### config.mk
export PLATFORM = sky130hd
export DESIGN_NAME = ring_segment_chainer_unit
export DESIGN_NICKNAME = d
export VERILOG_FILES = /design/src/rtl/core/rsc_pkg.sv /design/src/rtl/core/ring_segment_chainer_unit.sv /design/src/rtl/core/rsc_table.sv
export SDC_FILE = /design/constraint.sdc
export NUM_CORES = 2
export LEC_CHECK = 0
export BUFFER_PORTS_ARGS = -buffer_cell sky130_fd_sc_hd__buf_2
export CORE_UTILIZATION = 50
export CTS_CLUSTER_DIAMETER = 50
export DETAILED_ROUTE_END_ITERATION = 8
export MAX_ROUTING_LAYER = met4
export PLACE_DENSITY = 0.66
export SYNTH_ARGS = -nofsm -noshare
export SYNTH_HDL_FRONTEND = slang
export SYNTH_SLANG_ARGS = --single-unit
### constraint.sdc
create_clock -name clk -period 31.7 [get_ports clk]
set_input_delay 7.925 -clock clk [delete_from_list [all_inputs] [get_ports clk]]
set_output_delay 7.925 -clock clk [all_outputs]
set_load 0.1 [all_outputs]
### src/rtl/core/rsc_pkg.sv
package rsc_pkg;

	localparam int RING_SLOTS  = 16;
	localparam int MAX_RESULTS = 32;
	localparam int ID_W        = 63;
	localparam int CNT_W       = 2;
	localparam int SLOT_W      = (RING_SLOTS > 1) ? $clog2(RING_SLOTS) : 1;
	localparam int RES_W       = $clog2(MAX_RESULTS + 1);
	localparam int IN_DATA_W   = 192;
	localparam int OUT_DATA_W  = 64;
	localparam logic [CNT_W-1:0] CNT_MAX = '1;

	typedef logic [ID_W-1:0] id_t;

	// One open ring: its two end nodes, the ways at both ends, segment count
	typedef struct packed {
		id_t              front_node;
		id_t              back_node;
		id_t              front_way;
		id_t              back_way;
		logic [CNT_W-1:0] cnt;
	} ring_t;

	// Write of one slot from the sequencer
	typedef struct packed {
		logic              en;
		logic [SLOT_W-1:0] idx;
		ring_t             ring;
	} ring_wr_t;

endpackage

### src/rtl/core/ring_segment_chainer_unit.sv
// Ring segment chainer. Each input item is one way segment of a relation
// (way id, first node, last node; tlast marks the last member). The item is
// matched against the open-ring table one slot per cycle, lowest slot first,
// using the single slot compare unit. An unmatched segment opens the
// lowest free slot, or is dropped with the overflow flag set when the
// table is full. After the last member the table is scanned once more, one
// slot per cycle while the output is not stalled, with an extra step for
// the back way of a closed ring of two, and the closing item is sent when
// the output is free. The way ids of closed rings of one or two segments
// are sent, at most MAX_RESULTS of them, and the scan stops once that
// many are found; an empty run yields one item with found low. tlast
// marks the last result item of a run, and the table and overflow flag
// are then cleared. The block takes no new item until the current one is
// fully processed.
module ring_segment_chainer_unit (
	input  logic                            clk,
	input  logic                            arst_n,
	input  logic                            s_tvalid,
	output logic                            s_tready,
	// way_id [62:0], first_node [125:63], last_node [188:126], zero [191:189]
	input  logic [rsc_pkg::IN_DATA_W-1:0]   s_tdata,
	input  logic                            s_tlast,
	output logic                            m_tvalid,
	input  logic                            m_tready,
	// ring_way_id [62:0], zero [63]
	output logic [rsc_pkg::OUT_DATA_W-1:0]  m_tdata,
	// found [0], overflow [1]
	output logic [1:0]                      m_tuser,
	output logic                            m_tlast
);

	typedef enum logic [1:0] {
		ST_IDLE,
		ST_MATCH,
		ST_EMIT,
		ST_FINISH
	} state_t;

	localparam logic [rsc_pkg::SLOT_W-1:0] LAST_SLOT = rsc_pkg::SLOT_W'(rsc_pkg::RING_SLOTS - 1);
	localparam logic [rsc_pkg::RES_W-1:0]  LAST_RES  = rsc_pkg::RES_W'(rsc_pkg::MAX_RESULTS - 1);

	state_t                          state_q;
	logic [rsc_pkg::SLOT_W-1:0]      idx_q;
	logic                            phase_q;
	logic [rsc_pkg::RES_W-1:0]       nres_q;
	rsc_pkg::id_t                    way_q, first_q, last_q;
	logic                            final_q;
	logic                            ovf_q;
	logic                            pend_q;
	rsc_pkg::id_t                    pend_way_q;
	logic                            out_valid_q, out_found_q, out_ovf_q, out_last_q;
	rsc_pkg::id_t                    out_way_q;

	rsc_pkg::ring_t                  rd_ring;
	logic [rsc_pkg::RING_SLOTS-1:0]  valid;
	rsc_pkg::ring_wr_t               wr;
	logic                            clear;

	logic                            m0, m1, m2, m3, hit;
	rsc_pkg::ring_t                  joined;
	logic                            free_any;
	logic [rsc_pkg::SLOT_W-1:0]      free_idx;
	logic                            out_free;
	logic                            out_load;
	logic                            qual, have_res;
	rsc_pkg::id_t                    res_way;

	rsc_table u_table (
		.clk     (clk),
		.arst_n  (arst_n),
		.rd_idx  (idx_q),
		.wr      (wr),
		.clear   (clear),
		.rd_ring (rd_ring),
		.valid   (valid)
	);

	// Compare the segment ends against the slot under the scan
	assign m0  = (rd_ring.front_node == first_q);
	assign m1  = (rd_ring.front_node == last_q);
	assign m2  = (rd_ring.back_node == first_q);
	assign m3  = (rd_ring.back_node == last_q);
	assign hit = valid[idx_q] && (m0 || m1 || m2 || m3);

	// Build the extended ring in the order front/first, front/last, back/first, back/last
	always_comb begin
		joined = rd_ring;
		if (m0) begin
			joined.front_node = last_q;
			joined.front_way  = way_q;
		end else if (m1) begin
			joined.front_node = first_q;
			joined.front_way  = way_q;
		end else if (m2) begin
			joined.back_node = last_q;
			joined.back_way  = way_q;
		end else begin
			joined.back_node = first_q;
			joined.back_way  = way_q;
		end
		if (rd_ring.cnt != rsc_pkg::CNT_MAX) begin
			joined.cnt = rd_ring.cnt + rsc_pkg::CNT_W'(1);
		end
	end

	// Find the lowest free slot
	always_comb begin
		free_any = 1'b0;
		free_idx = '0;
		for (int i = rsc_pkg::RING_SLOTS - 1; i >= 0; i--) begin
			if (!valid[i]) begin
				free_any = 1'b1;
				free_idx = rsc_pkg::SLOT_W'(i);
			end
		end
	end

	// Table write: join on a hit, open a new ring after a full miss
	always_comb begin
		wr = '0;
		if (state_q == ST_MATCH) begin
			if (hit) begin
				wr.en   = 1'b1;
				wr.idx  = idx_q;
				wr.ring = joined;
			end else if (idx_q == LAST_SLOT && free_any) begin
				wr.en              = 1'b1;
				wr.idx             = free_idx;
				wr.ring.front_node = first_q;
				wr.ring.back_node  = last_q;
				wr.ring.front_way  = way_q;
				wr.ring.back_way   = way_q;
				wr.ring.cnt        = rsc_pkg::CNT_W'(1);
			end
		end
	end

	// Result candidate of the current emit step
	assign out_free = !out_valid_q || m_tready;
	assign qual     = valid[idx_q] && (rd_ring.cnt <= rsc_pkg::CNT_W'(2)) &&
	                  (rd_ring.front_node == rd_ring.back_node);
	assign have_res = phase_q || qual;
	assign res_way  = phase_q ? rd_ring.back_way : rd_ring.front_way;
	assign clear    = (state_q == ST_FINISH) && out_free;

	// Load the output register when a held result moves out or the run closes
	assign out_load = ((state_q == ST_EMIT) && have_res && pend_q && out_free) ||
	                  ((state_q == ST_FINISH) && out_free);

	// Sequencer, held payload and output register
	always_ff @(posedge clk or negedge arst_n) begin
		if (!arst_n) begin
			state_q     <= ST_IDLE;
			idx_q       <= '0;
			phase_q     <= 1'b0;
			nres_q      <= '0;
			way_q       <= '0;
			first_q     <= '0;
			last_q      <= '0;
			final_q     <= 1'b0;
			ovf_q       <= 1'b0;
			pend_q      <= 1'b0;
			pend_way_q  <= '0;
			out_valid_q <= 1'b0;
			out_found_q <= 1'b0;
			out_ovf_q   <= 1'b0;
			out_last_q  <= 1'b0;
			out_way_q   <= '0;
		end else begin
			if (out_load) begin
				out_valid_q <= 1'b1;
			end else if (m_tready) begin
				out_valid_q <= 1'b0;
			end
			case (state_q)
				ST_IDLE: begin
					if (s_tvalid) begin
						way_q   <= s_tdata[rsc_pkg::ID_W-1:0];
						first_q <= s_tdata[2*rsc_pkg::ID_W-1:rsc_pkg::ID_W];
						last_q  <= s_tdata[3*rsc_pkg::ID_W-1:2*rsc_pkg::ID_W];
						final_q <= s_tlast;
						idx_q   <= '0;
						state_q <= ST_MATCH;
					end
				end
				ST_MATCH: begin
					if (hit || idx_q == LAST_SLOT) begin
						if (!hit && !free_any) begin
							ovf_q <= 1'b1;
						end
						idx_q   <= '0;
						phase_q <= 1'b0;
						nres_q  <= '0;
						pend_q  <= 1'b0;
						state_q <= final_q ? ST_EMIT : ST_IDLE;
					end else begin
						idx_q <= idx_q + rsc_pkg::SLOT_W'(1);
					end
				end
				ST_EMIT: begin
					if (have_res) begin
						// Stall while the held result cannot move to the output
						if (!pend_q || out_free) begin
							if (pend_q) begin
								out_way_q   <= pend_way_q;
								out_found_q <= 1'b1;
								out_ovf_q   <= ovf_q;
								out_last_q  <= 1'b0;
							end
							pend_q     <= 1'b1;
							pend_way_q <= res_way;
							nres_q     <= nres_q + rsc_pkg::RES_W'(1);
							if (nres_q == LAST_RES) begin
								state_q <= ST_FINISH;
							end else if (!phase_q && rd_ring.cnt == rsc_pkg::CNT_W'(2)) begin
								phase_q <= 1'b1;
							end else begin
								phase_q <= 1'b0;
								if (idx_q == LAST_SLOT) begin
									state_q <= ST_FINISH;
								end else begin
									idx_q <= idx_q + rsc_pkg::SLOT_W'(1);
								end
							end
						end
					end else if (idx_q == LAST_SLOT) begin
						state_q <= ST_FINISH;
					end else begin
						idx_q <= idx_q + rsc_pkg::SLOT_W'(1);
					end
				end
				ST_FINISH: begin
					// Send the closing item, then clear the run
					if (out_free) begin
						out_way_q   <= pend_q ? pend_way_q : '0;
						out_found_q <= pend_q;
						out_ovf_q   <= ovf_q;
						out_last_q  <= 1'b1;
						pend_q      <= 1'b0;
						ovf_q       <= 1'b0;
						state_q     <= ST_IDLE;
					end
				end
				default: begin
					state_q <= ST_IDLE;
				end
			endcase
		end
	end

	assign s_tready = (state_q == ST_IDLE);
	assign m_tvalid = out_valid_q;
	assign m_tdata  = {1'b0, out_way_q};
	assign m_tuser  = {out_ovf_q, out_found_q};
	assign m_tlast  = out_last_q;

endmodule

### src/rtl/core/rsc_table.sv
module rsc_table (
	input  logic                               clk,
	input  logic                               arst_n,
	input  logic [rsc_pkg::SLOT_W-1:0]         rd_idx,
	input  rsc_pkg::ring_wr_t                  wr,
	input  logic                               clear,
	output rsc_pkg::ring_t                     rd_ring,
	output logic [rsc_pkg::RING_SLOTS-1:0]     valid
);

	rsc_pkg::ring_t ring_q [rsc_pkg::RING_SLOTS];
	logic [rsc_pkg::RING_SLOTS-1:0] valid_q;

	// Mark slots in use; drop them all at the end of a run
	always_ff @(posedge clk or negedge arst_n) begin
		if (!arst_n) begin
			valid_q <= '0;
		end else if (clear) begin
			valid_q <= '0;
		end else if (wr.en) begin
			valid_q[wr.idx] <= 1'b1;
		end
	end

	// Ring contents, written one slot at a time
	always_ff @(posedge clk) begin
		if (wr.en) begin
			ring_q[wr.idx] <= wr.ring;
		end
	end

	assign rd_ring = ring_q[rd_idx];
	assign valid   = valid_q;

endmodule

# Word level (Yosys, flattened, before mapping)
# Memories as Yosys holds them, arrays and structs flattened.
# Index checks and enable logic that the tools add are counted.
# classes
add_sub_neg	3
magnitude_cmp	4
n_eq_ne	24
mux	112
bitwise_logic	1
n_reduce_logical	41
# ops
op	count
63-bit 2-to-1 mux	15
259-bit 2-to-1 mux	3
63-bit == test	5
63-bit case mux with 2 select lines	1
4-bit 2-to-1 mux	23
1-bit 2-to-1 mux	44
16-bit 2-to-1 mux	2
5-bit AND reduction	5
2-bit 2-to-1 mux	10
6-bit 2-to-1 mux	3
16-bit OR	1
2-bit != test, second input constant	6
4-bit case mux with 3 select lines	1
6-bit case mux with 2 select lines	1
1-bit logical AND	11
4-bit by 5-bit < comparator with 1-bit output, second input constant	2
1-bit case mux with 2 select lines	5
2-bit nonzero test	5
1-bit logical OR	8
2-bit case mux with 4 select lines	1
4-bit AND reduction	2
6-bit by 1-bit adder with 6-bit output, second input constant	1
2-bit == test, second input constant	3
6-bit by 5-bit == test with 1-bit output, second input constant	1
18 further kinds	26
# word_totals
regBits	351
ramBits	4064
inputBits	197
output_inout_bits	69
word_cells	203
n_memories	1
# memory_table
name	depth	width	rd	rd_ports_with_merged_regs	wr	line_no	source
u_table.ring_q	16	254	1	0	1	rsc_table.sv:11	rsc_pkg::ring_t ring_q [rsc_pkg::RING_SLOTS];

# Longest topological paths before layout
# depth
ltp_word	27
ltp_mapped	22
depth_no_buf	11

# Hierarchy
# A second synthesis with hierarchy kept.
# hier_totals
cells_unflattened	8996
hier_area_um2	174633.7
# modules_own_cells
module	instances	cells_per_inst	area_each_um2
rsc_table	1	6632	152841.6
ring_segment_chainer_unit	1	2364	21792.2

# Worst setup path after synthesis
# Ideal clock, no wire load.
# synth_timing
path_type	register to register
start	register idx_q[1] (netlist bit)
end	memory u_table.ring_q[6][0] (netlist bit), enable pin
setup_ps	1251
arrival_time_ps	22473
t_required_ps	30449
slack_ps	7976
path_stages_with_launch	17
n_path_buf	5
cell_sequence	dfrtp_1 buf_4 buf_2 buf_1 mux4_2 mux2i_1 nor2_1 a211o_1 a2111oi_0 and4_1 nand4_1 or2_2 buf_2 nand2_1 buf_2 o2111ai_1 o32ai_1
# synth_via
elab_chain_cells	10
word_cells_on_any_way	18
cone_classes	eq/ne: 5; mux: 7; reduce/logical: 5; memory: 1
# synth_lines
element	line_no	source
from (decl)	ring_segment_chainer_unit.sv:43	logic [rsc_pkg::SLOT_W-1:0] idx_q;
from (signal assigned)	ring_segment_chainer_unit.sv:197	idx_q <= idx_q + rsc_pkg::SLOT_W'(1);
from (signal assigned)	ring_segment_chainer_unit.sv:222	idx_q <= idx_q + rsc_pkg::SLOT_W'(1);
from (signal assigned)	ring_segment_chainer_unit.sv:229	idx_q <= idx_q + rsc_pkg::SLOT_W'(1);
memory 16 x 254 bit	--	
63-bit == test, on equally long branches	ring_segment_chainer_unit.sv:79, ring_segment_chainer_unit.sv:80	
1-bit logical OR (3 in a row)	ring_segment_chainer_unit.sv:83	assign hit = valid[idx_q] && (m0 || m1 || m2 || m3);
1-bit logical AND	ring_segment_chainer_unit.sv:83	
259-bit 2-to-1 mux (*)	ring_segment_chainer_unit.sv:122	if (hit) begin
259-bit 2-to-1 mux (*)	ring_segment_chainer_unit.sv:121	if (state_q == ST_MATCH) begin
1-bit 2-to-1 mux	rsc_table.sv:27	if (wr.en) begin
1-bit 2-to-1 mux (implied by the code)	rsc_table.sv:28	ring_q[wr.idx] <= wr.ring;
to (decl)	rsc_table.sv:11	
# Every way passes the cells marked *; elsewhere a longest branch is shown, timed or not. The select of a mux whose other input is x is not followed.

# Final worst setup path
# layout_timing
start	register idx_q[1] (netlist bit)
end	memory u_table.ring_q[12][250] (netlist bit), enable pin
# The elaborated chain is that of the path after synthesis.

==> out/results.env <==
OUTCOME='finished with violations'
VIOLATIONS_IN_THE_FINAL_REPORTS='max-capacitance violations'
WORST_HOLD_SLACK_PS=486
YOSYSTOPAREACELLSHARE_PCT=65.8
DETAIL_ROUTE.DRC_VIOLATIONS=0
REG2REG_PATH_DEPTH=19
DR.FIRST_ITER.DRC_COUNT=14900
NUMCTSBUFFERS=455
HOLD_VIOL=0
CLOCK_TREE.ROOT_CELL='sky130_fd_sc_hd__clkbuf_16'
WL_PER_CELL_UM=37.5
MAX-CLOCK-PATH-BUFFERS=4
SYNTH-WARNING-COUNT=0
GRT_FIRST_PASS_WIRELENGTH_UM=832000
FINAL-SETUP-VIOL-COUNT=0
FLOORPLAN.DIE.HEIGHT_UM=611
FLOORPLAN.ROWS=223
FIN_AREA_UM2=209000
POWER.SHARE.SWITCHING_PCT=30.0
CLKTRANSATPATHREGS_PS=60
POST_ROUTE_ANT_NETS=0
NUM-NETS-FINAL=10900
CLOCK_SINK_COUNT=4415
SHARE_OF_THE_YOSYS_CHIP_AREA_BELONGING_TO_REGISTERS_PCT=70.5
MIN-DELAY-PATH-CLASS='register to register'
CTS.HOLD.BUFFERS_ADDED=0
LAYOUT-DRIVE-GT1-SHARE_PCT=25.1
CP_DATA_REQUIRED_TIME_PS=32270
POST-CTS-SETUP-BUFFERS=0
WHS_ENDPOINT='pend_way_q[45]'
VIA_PER_INST=6.62
SYNTH_CELL_TYPES=99
VIAS=106000
PLACEMENT_STAGE_CELL_AREA_UM2=193000
POST_SYNTH_MUX_AREA_SHARE_PCT=16.6
WORST_HOLD_STARTPOINT='pend_way_q[45]'
FLOPS_LATCHES_SYNTH=4415
PIN_COUNT_OF_THE_BIGGEST_NET_ENTERING_GLOBAL_ROUTING=162
SYNTHESIS.AREA_UM2=185000
ANTENNA_VIOLATIONS_BEFORE_REPAIR=29
SIMPLE_GATE_PORTION_OF_THE_SYNTHESIZED_AREA_PCT=3.11
COUNT_OF_BOUNDARY_I_O_PINS=266
SYNTH_COMPOUND_GATE_AREA_SHARE_PCT=5.89
AREAGROWTHSYNTHTOFINISH_PCT=12.4
SETUP_REPAIR_AFTER_GLOBAL_ROUTING_MISSED_ITS_MARGIN='false'
TIMING.FINAL.CRIT_PERIOD_PS=12800
SKEW_PS=87.9
CORE_UM2=369000
R2R-START='idx_q[1]'
POWER_REPORT.INTERNAL_TOTAL_W=0.0103
POSTSYNTHAREAPERCELL_UM2=18.1
GRT_PASS1_VIAS=104000
GRTUSAGETOTAL_PCT=33.0
TRITONCTS='built'
POWER.SHARE.COMBINATIONAL_PCT=17.2
CRITICAL_PATH_CLASS='register to register'
SYNTH_ASYNC_SR_FLOP_SHARE_PCT=7.95
P_CLK_SHARE_PCT=36.6
TIMING_WORST_SLEW_PIN_VALUE_PS=1480
DOMINANT_CELLS_BY_AREA_AFTER_SYNTHESIS='sky130_fd_sc_hd__edfxtp_1 66%, sky130_fd_sc_hd__mux4_2 11%, sky130_fd_sc_hd__dfrtp_1 4.7%, sky130_fd_sc_hd__mux2i_1 2.9%, sky130_fd_sc_hd__mux2_2 2.2%'
SYNTHFLOPTYPE='sky130_fd_sc_hd__edfxtp_1'
DETAILED_PLACE_HPWL_UM=370000
FLOORPLAN.DIE.WIDTH_UM=611
INITIAL_CORE_UTIL_PCT=50.2
ARITHMETIC_CELL_SHARE_OF_THE_SYNTHESIZED_AREA_COUNTING_FULL_ADDERS_HALF_ADDERS_AND_MAJORITY_GATES_PCT=0.0472
FIN_TNS_SETUP_PS=0
ROUTED_WL_UM=603000
SLEW_HEADROOM_PCT=0.430
SETUP_SLACK_OF_THE_CRITICAL_PATH_AFTER_LAYOUT_PS=18900
GLOBALROUTEOVERFLOWTOTAL=0
FINALCRITPERIODSHARE_PCT=40.4
CLOCK_LATENCY_PS=1020
WORST-PATH-MAX-FANOUT=48
PORTBUFFERS=261
DPL_WORST_SLACK_PS=19190
LAYOUT.CORE_UTILIZATION_PCT=56.5
VDD_IR_DROP_MAX_mV=0.0990
PLACE.GP.CONGESTION=1.04
REPORT.FINAL.SLEW_VIOL_COUNT=0
CRITICAL_PATH.ENDPOINT_TYPE='register'
WORST-R2R-SETUP-SLACK_PS=18900
SYNTH_XOR_XNOR_AREA_SHARE_PCT=1.44
MAX_CLOCK_FREQ_GHz=0.0782
SYNTHESIS.NETS=10500
SYNTH_TOP_AREA_CELL='sky130_fd_sc_hd__edfxtp_1'
TIMING.HOLD.WORST_PATH_DEPTH=1
DRT_FIRST_PASS_ITERS=8
SEQPWRFRAC_PCT=46.3
FP.DIEAREA_UM2=373000
SWITCHING_POWER_W=0.00443
POWER.DENSITY_nW_PER_UM2=70.7
MAIN_COMBINATIONAL_CELL_FAMILY_BY_AREA_AFTER_SYNTHESIS='multiplexers'
SYN_INST=10300
MAX_CAP_VIOLATIONS=1
REGTOREGENDPOINT='u_table.ring_q[12][250]'
SYNTH-EDFF-COUNT=4064
POWER.LEAKAGE_nW=58.0
POSTCTSRESIZEDCELLS=0
SETUP.WORST_PATH.START_CLASS='register'
ARRIVAL_PS=13370
CTSHTREEMAXLEVEL=5
-- stage by stage --
step	instances	power, W
6_report	16100	0.0147
5_1_grt	16100	0.0151
4_1_cts	16000	0.0147
3_5_place_dp	15200	0.00940
3_3_place_gp	15200	0.00938
2_1_floorplan	10300	0.00828
-- worst max-delay path: stages, from the launching register on --
cell	delay, ps
sky130_fd_sc_hd__dfrtp_4	850
sky130_fd_sc_hd__buf_4	910
sky130_fd_sc_hd__buf_4	710
sky130_fd_sc_hd__buf_4	670
sky130_fd_sc_hd__buf_4	740
sky130_fd_sc_hd__mux4_2	400
sky130_fd_sc_hd__mux2i_1	730
sky130_fd_sc_hd__mux2i_1	220
sky130_fd_sc_hd__xor2_1	800
sky130_fd_sc_hd__nor4_1	160
sky130_fd_sc_hd__o2111a_1	190
sky130_fd_sc_hd__nand4_1	190
sky130_fd_sc_hd__nand4b_4	300
sky130_fd_sc_hd__a41o_4	490
sky130_fd_sc_hd__buf_4	670
sky130_fd_sc_hd__buf_4	850
sky130_fd_sc_hd__mux2i_4	1060
sky130_fd_sc_hd__buf_4	540
sky130_fd_sc_hd__buf_4	670
sky130_fd_sc_hd__buf_4	650
-- layout make-up --
| type | instances | area (um^2) |
|---|---|---|
| multi-input cells | 4900 | 50600 |
| clock buffers | 575 | 12200 |
| clock inverters | 280 | 3040 |
| fillers | 27800 | 161000 |
| inverters | 292 | 1110 |
| well taps | 4950 | 6190 |
| flip-flops and latches | 4415 | 131000 |
| diodes | 21 | 52.6 |
| repair buffers | 641 | 4500 |
-- synthesized netlist by cell type, types with 21 or more instances --
cell / number
sky130_fd_sc_hd__and3_1: 21
sky130_fd_sc_hd__and2_1: 22
sky130_fd_sc_hd__o21ai_0: 220
sky130_fd_sc_hd__clkbuf_1: 345
sky130_fd_sc_hd__a211oi_1: 22
sky130_fd_sc_hd__o21a_1: 32
sky130_fd_sc_hd__xor2_1: 90
sky130_fd_sc_hd__o22a_1: 40
sky130_fd_sc_hd__nor4_1: 52
sky130_fd_sc_hd__nand3_1: 93
sky130_fd_sc_hd__nand2b_1: 24
sky130_fd_sc_hd__buf_2: 115
sky130_fd_sc_hd__nor2_1: 155
sky130_fd_sc_hd__a221oi_1: 31
sky130_fd_sc_hd__xnor2_1: 214
sky130_fd_sc_hd__a2111oi_0: 35
sky130_fd_sc_hd__o211ai_1: 108
sky130_fd_sc_hd__a221o_1: 74
sky130_fd_sc_hd__edfxtp_1: 4064
sky130_fd_sc_hd__buf_4: 44
sky130_fd_sc_hd__buf_6: 77
sky130_fd_sc_hd__mux2_1: 71
sky130_fd_sc_hd__nand2_1: 572
sky130_fd_sc_hd__mux4_2: 900
sky130_fd_sc_hd__o21bai_1: 68
sky130_fd_sc_hd__inv_1: 288
sky130_fd_sc_hd__mux2_2: 358
sky130_fd_sc_hd__dfrtp_1: 351
sky130_fd_sc_hd__nor3_1: 128
sky130_fd_sc_hd__a21oi_1: 180
sky130_fd_sc_hd__a32oi_1: 29
sky130_fd_sc_hd__a31oi_1: 23
sky130_fd_sc_hd__mux2i_1: 530
sky130_fd_sc_hd__a221oi_2: 60
sky130_fd_sc_hd__a22oi_1: 134
sky130_fd_sc_hd__or3_1: 29
sky130_fd_sc_hd__o22ai_1: 200
sky130_fd_sc_hd__nand4_1: 43
sky130_fd_sc_hd__o2111ai_1: 45
sky130_fd_sc_hd__buf_1: 83
-- how the worst max path moves through the flow --
stage	slack, ps	depth (start not counted)	endpoint	from
6_report	18900	19	u_table.ring_q[12][250]	idx_q[1]
5_1_grt	18690	19	u_table.ring_q[11][185]	idx_q[0]
4_1_cts	19030	19	u_table.ring_q[12][250]	idx_q[1]
3_5_place_dp	19190	19	u_table.ring_q[12][240]	idx_q[1]
3_3_place_gp	19250	19	u_table.ring_q[12][245]	idx_q[1]
2_1_floorplan	7980	16	u_table.ring_q[6][0]	idx_q[1]
-- kinds of logic after synthesis --
family | count (synthesis)
multiplexers | 1878
flip-flops | 4415
XOR/XNOR | 304
AND/OR/NAND/NOR | 1233
adder cells (fa/ha/maj) | 7
AO/OA/AOI/OAI | 1477
other | 1
buffers and inverters | 958
-- sequential cells by signal, indices dropped and copies added, names as in the netlist, 2 cells and up --
signal          count
idx_q               4
nres_q              6
last_q             63
out_way_q          63
first_q            63
u_table.valid      16
state_q             2
way_q              63
u_table.ring_q   4064
pend_way_q         63
-- cell usage in the layout, fill, tap and decap left out, drive strengths merged, types with 24 or more instances in the layout --
master	instances
edfxtp	4064
mux4	900
buf	639
clkbuf	577
nand2	573
mux2i	549
mux2	429
dfrtp	351
inv	323
o21ai	225
xnor2	214
o22ai	201
a21oi	182
clkinv	175
nor2	157
a22oi	134
nor3	128
o211ai	108
nand3	93
a221oi	91
xor2	90
a221o	74
o21bai	68
nor4	54
o2111ai	45
bufinv	44
nand4	43
o22a	40
a2111oi	37
o21a	32
clkinvlp	30
a32oi	29
or3	29
a31oi	24
nand2b	24
-- metal layers --
| layer | vias to the layer above | part of all wire (%) | wire length [um] | global-route usage [%] |
|---|---|---|---|---|
| met1 | 56000 | 38 | 232000 | 43.9 |
| met3 | 1396 | 9.1 | 55100 | 5.30 |
| met2 | 6434 | 47 | 281000 | 50.1 |
| met5 | - | 0 | 0 | - |
| li1 | 42600 | - | - | - |
| met4 | 0 | 5.7 | 34600 | 15.7 |
-- power by group through the flow --
stage                     logic [W]  registers (W)  clock network (W)
after detailed placement    0.00248        0.00693                  0
after CTS                   0.00249        0.00681            0.00545
final                       0.00253        0.00682            0.00539
after global routing        0.00258        0.00682            0.00567
after floorplan             0.00140        0.00688                  0
after global placement      0.00246        0.00692                  0
No activity file was read; power rests on OpenSTA's default activity.
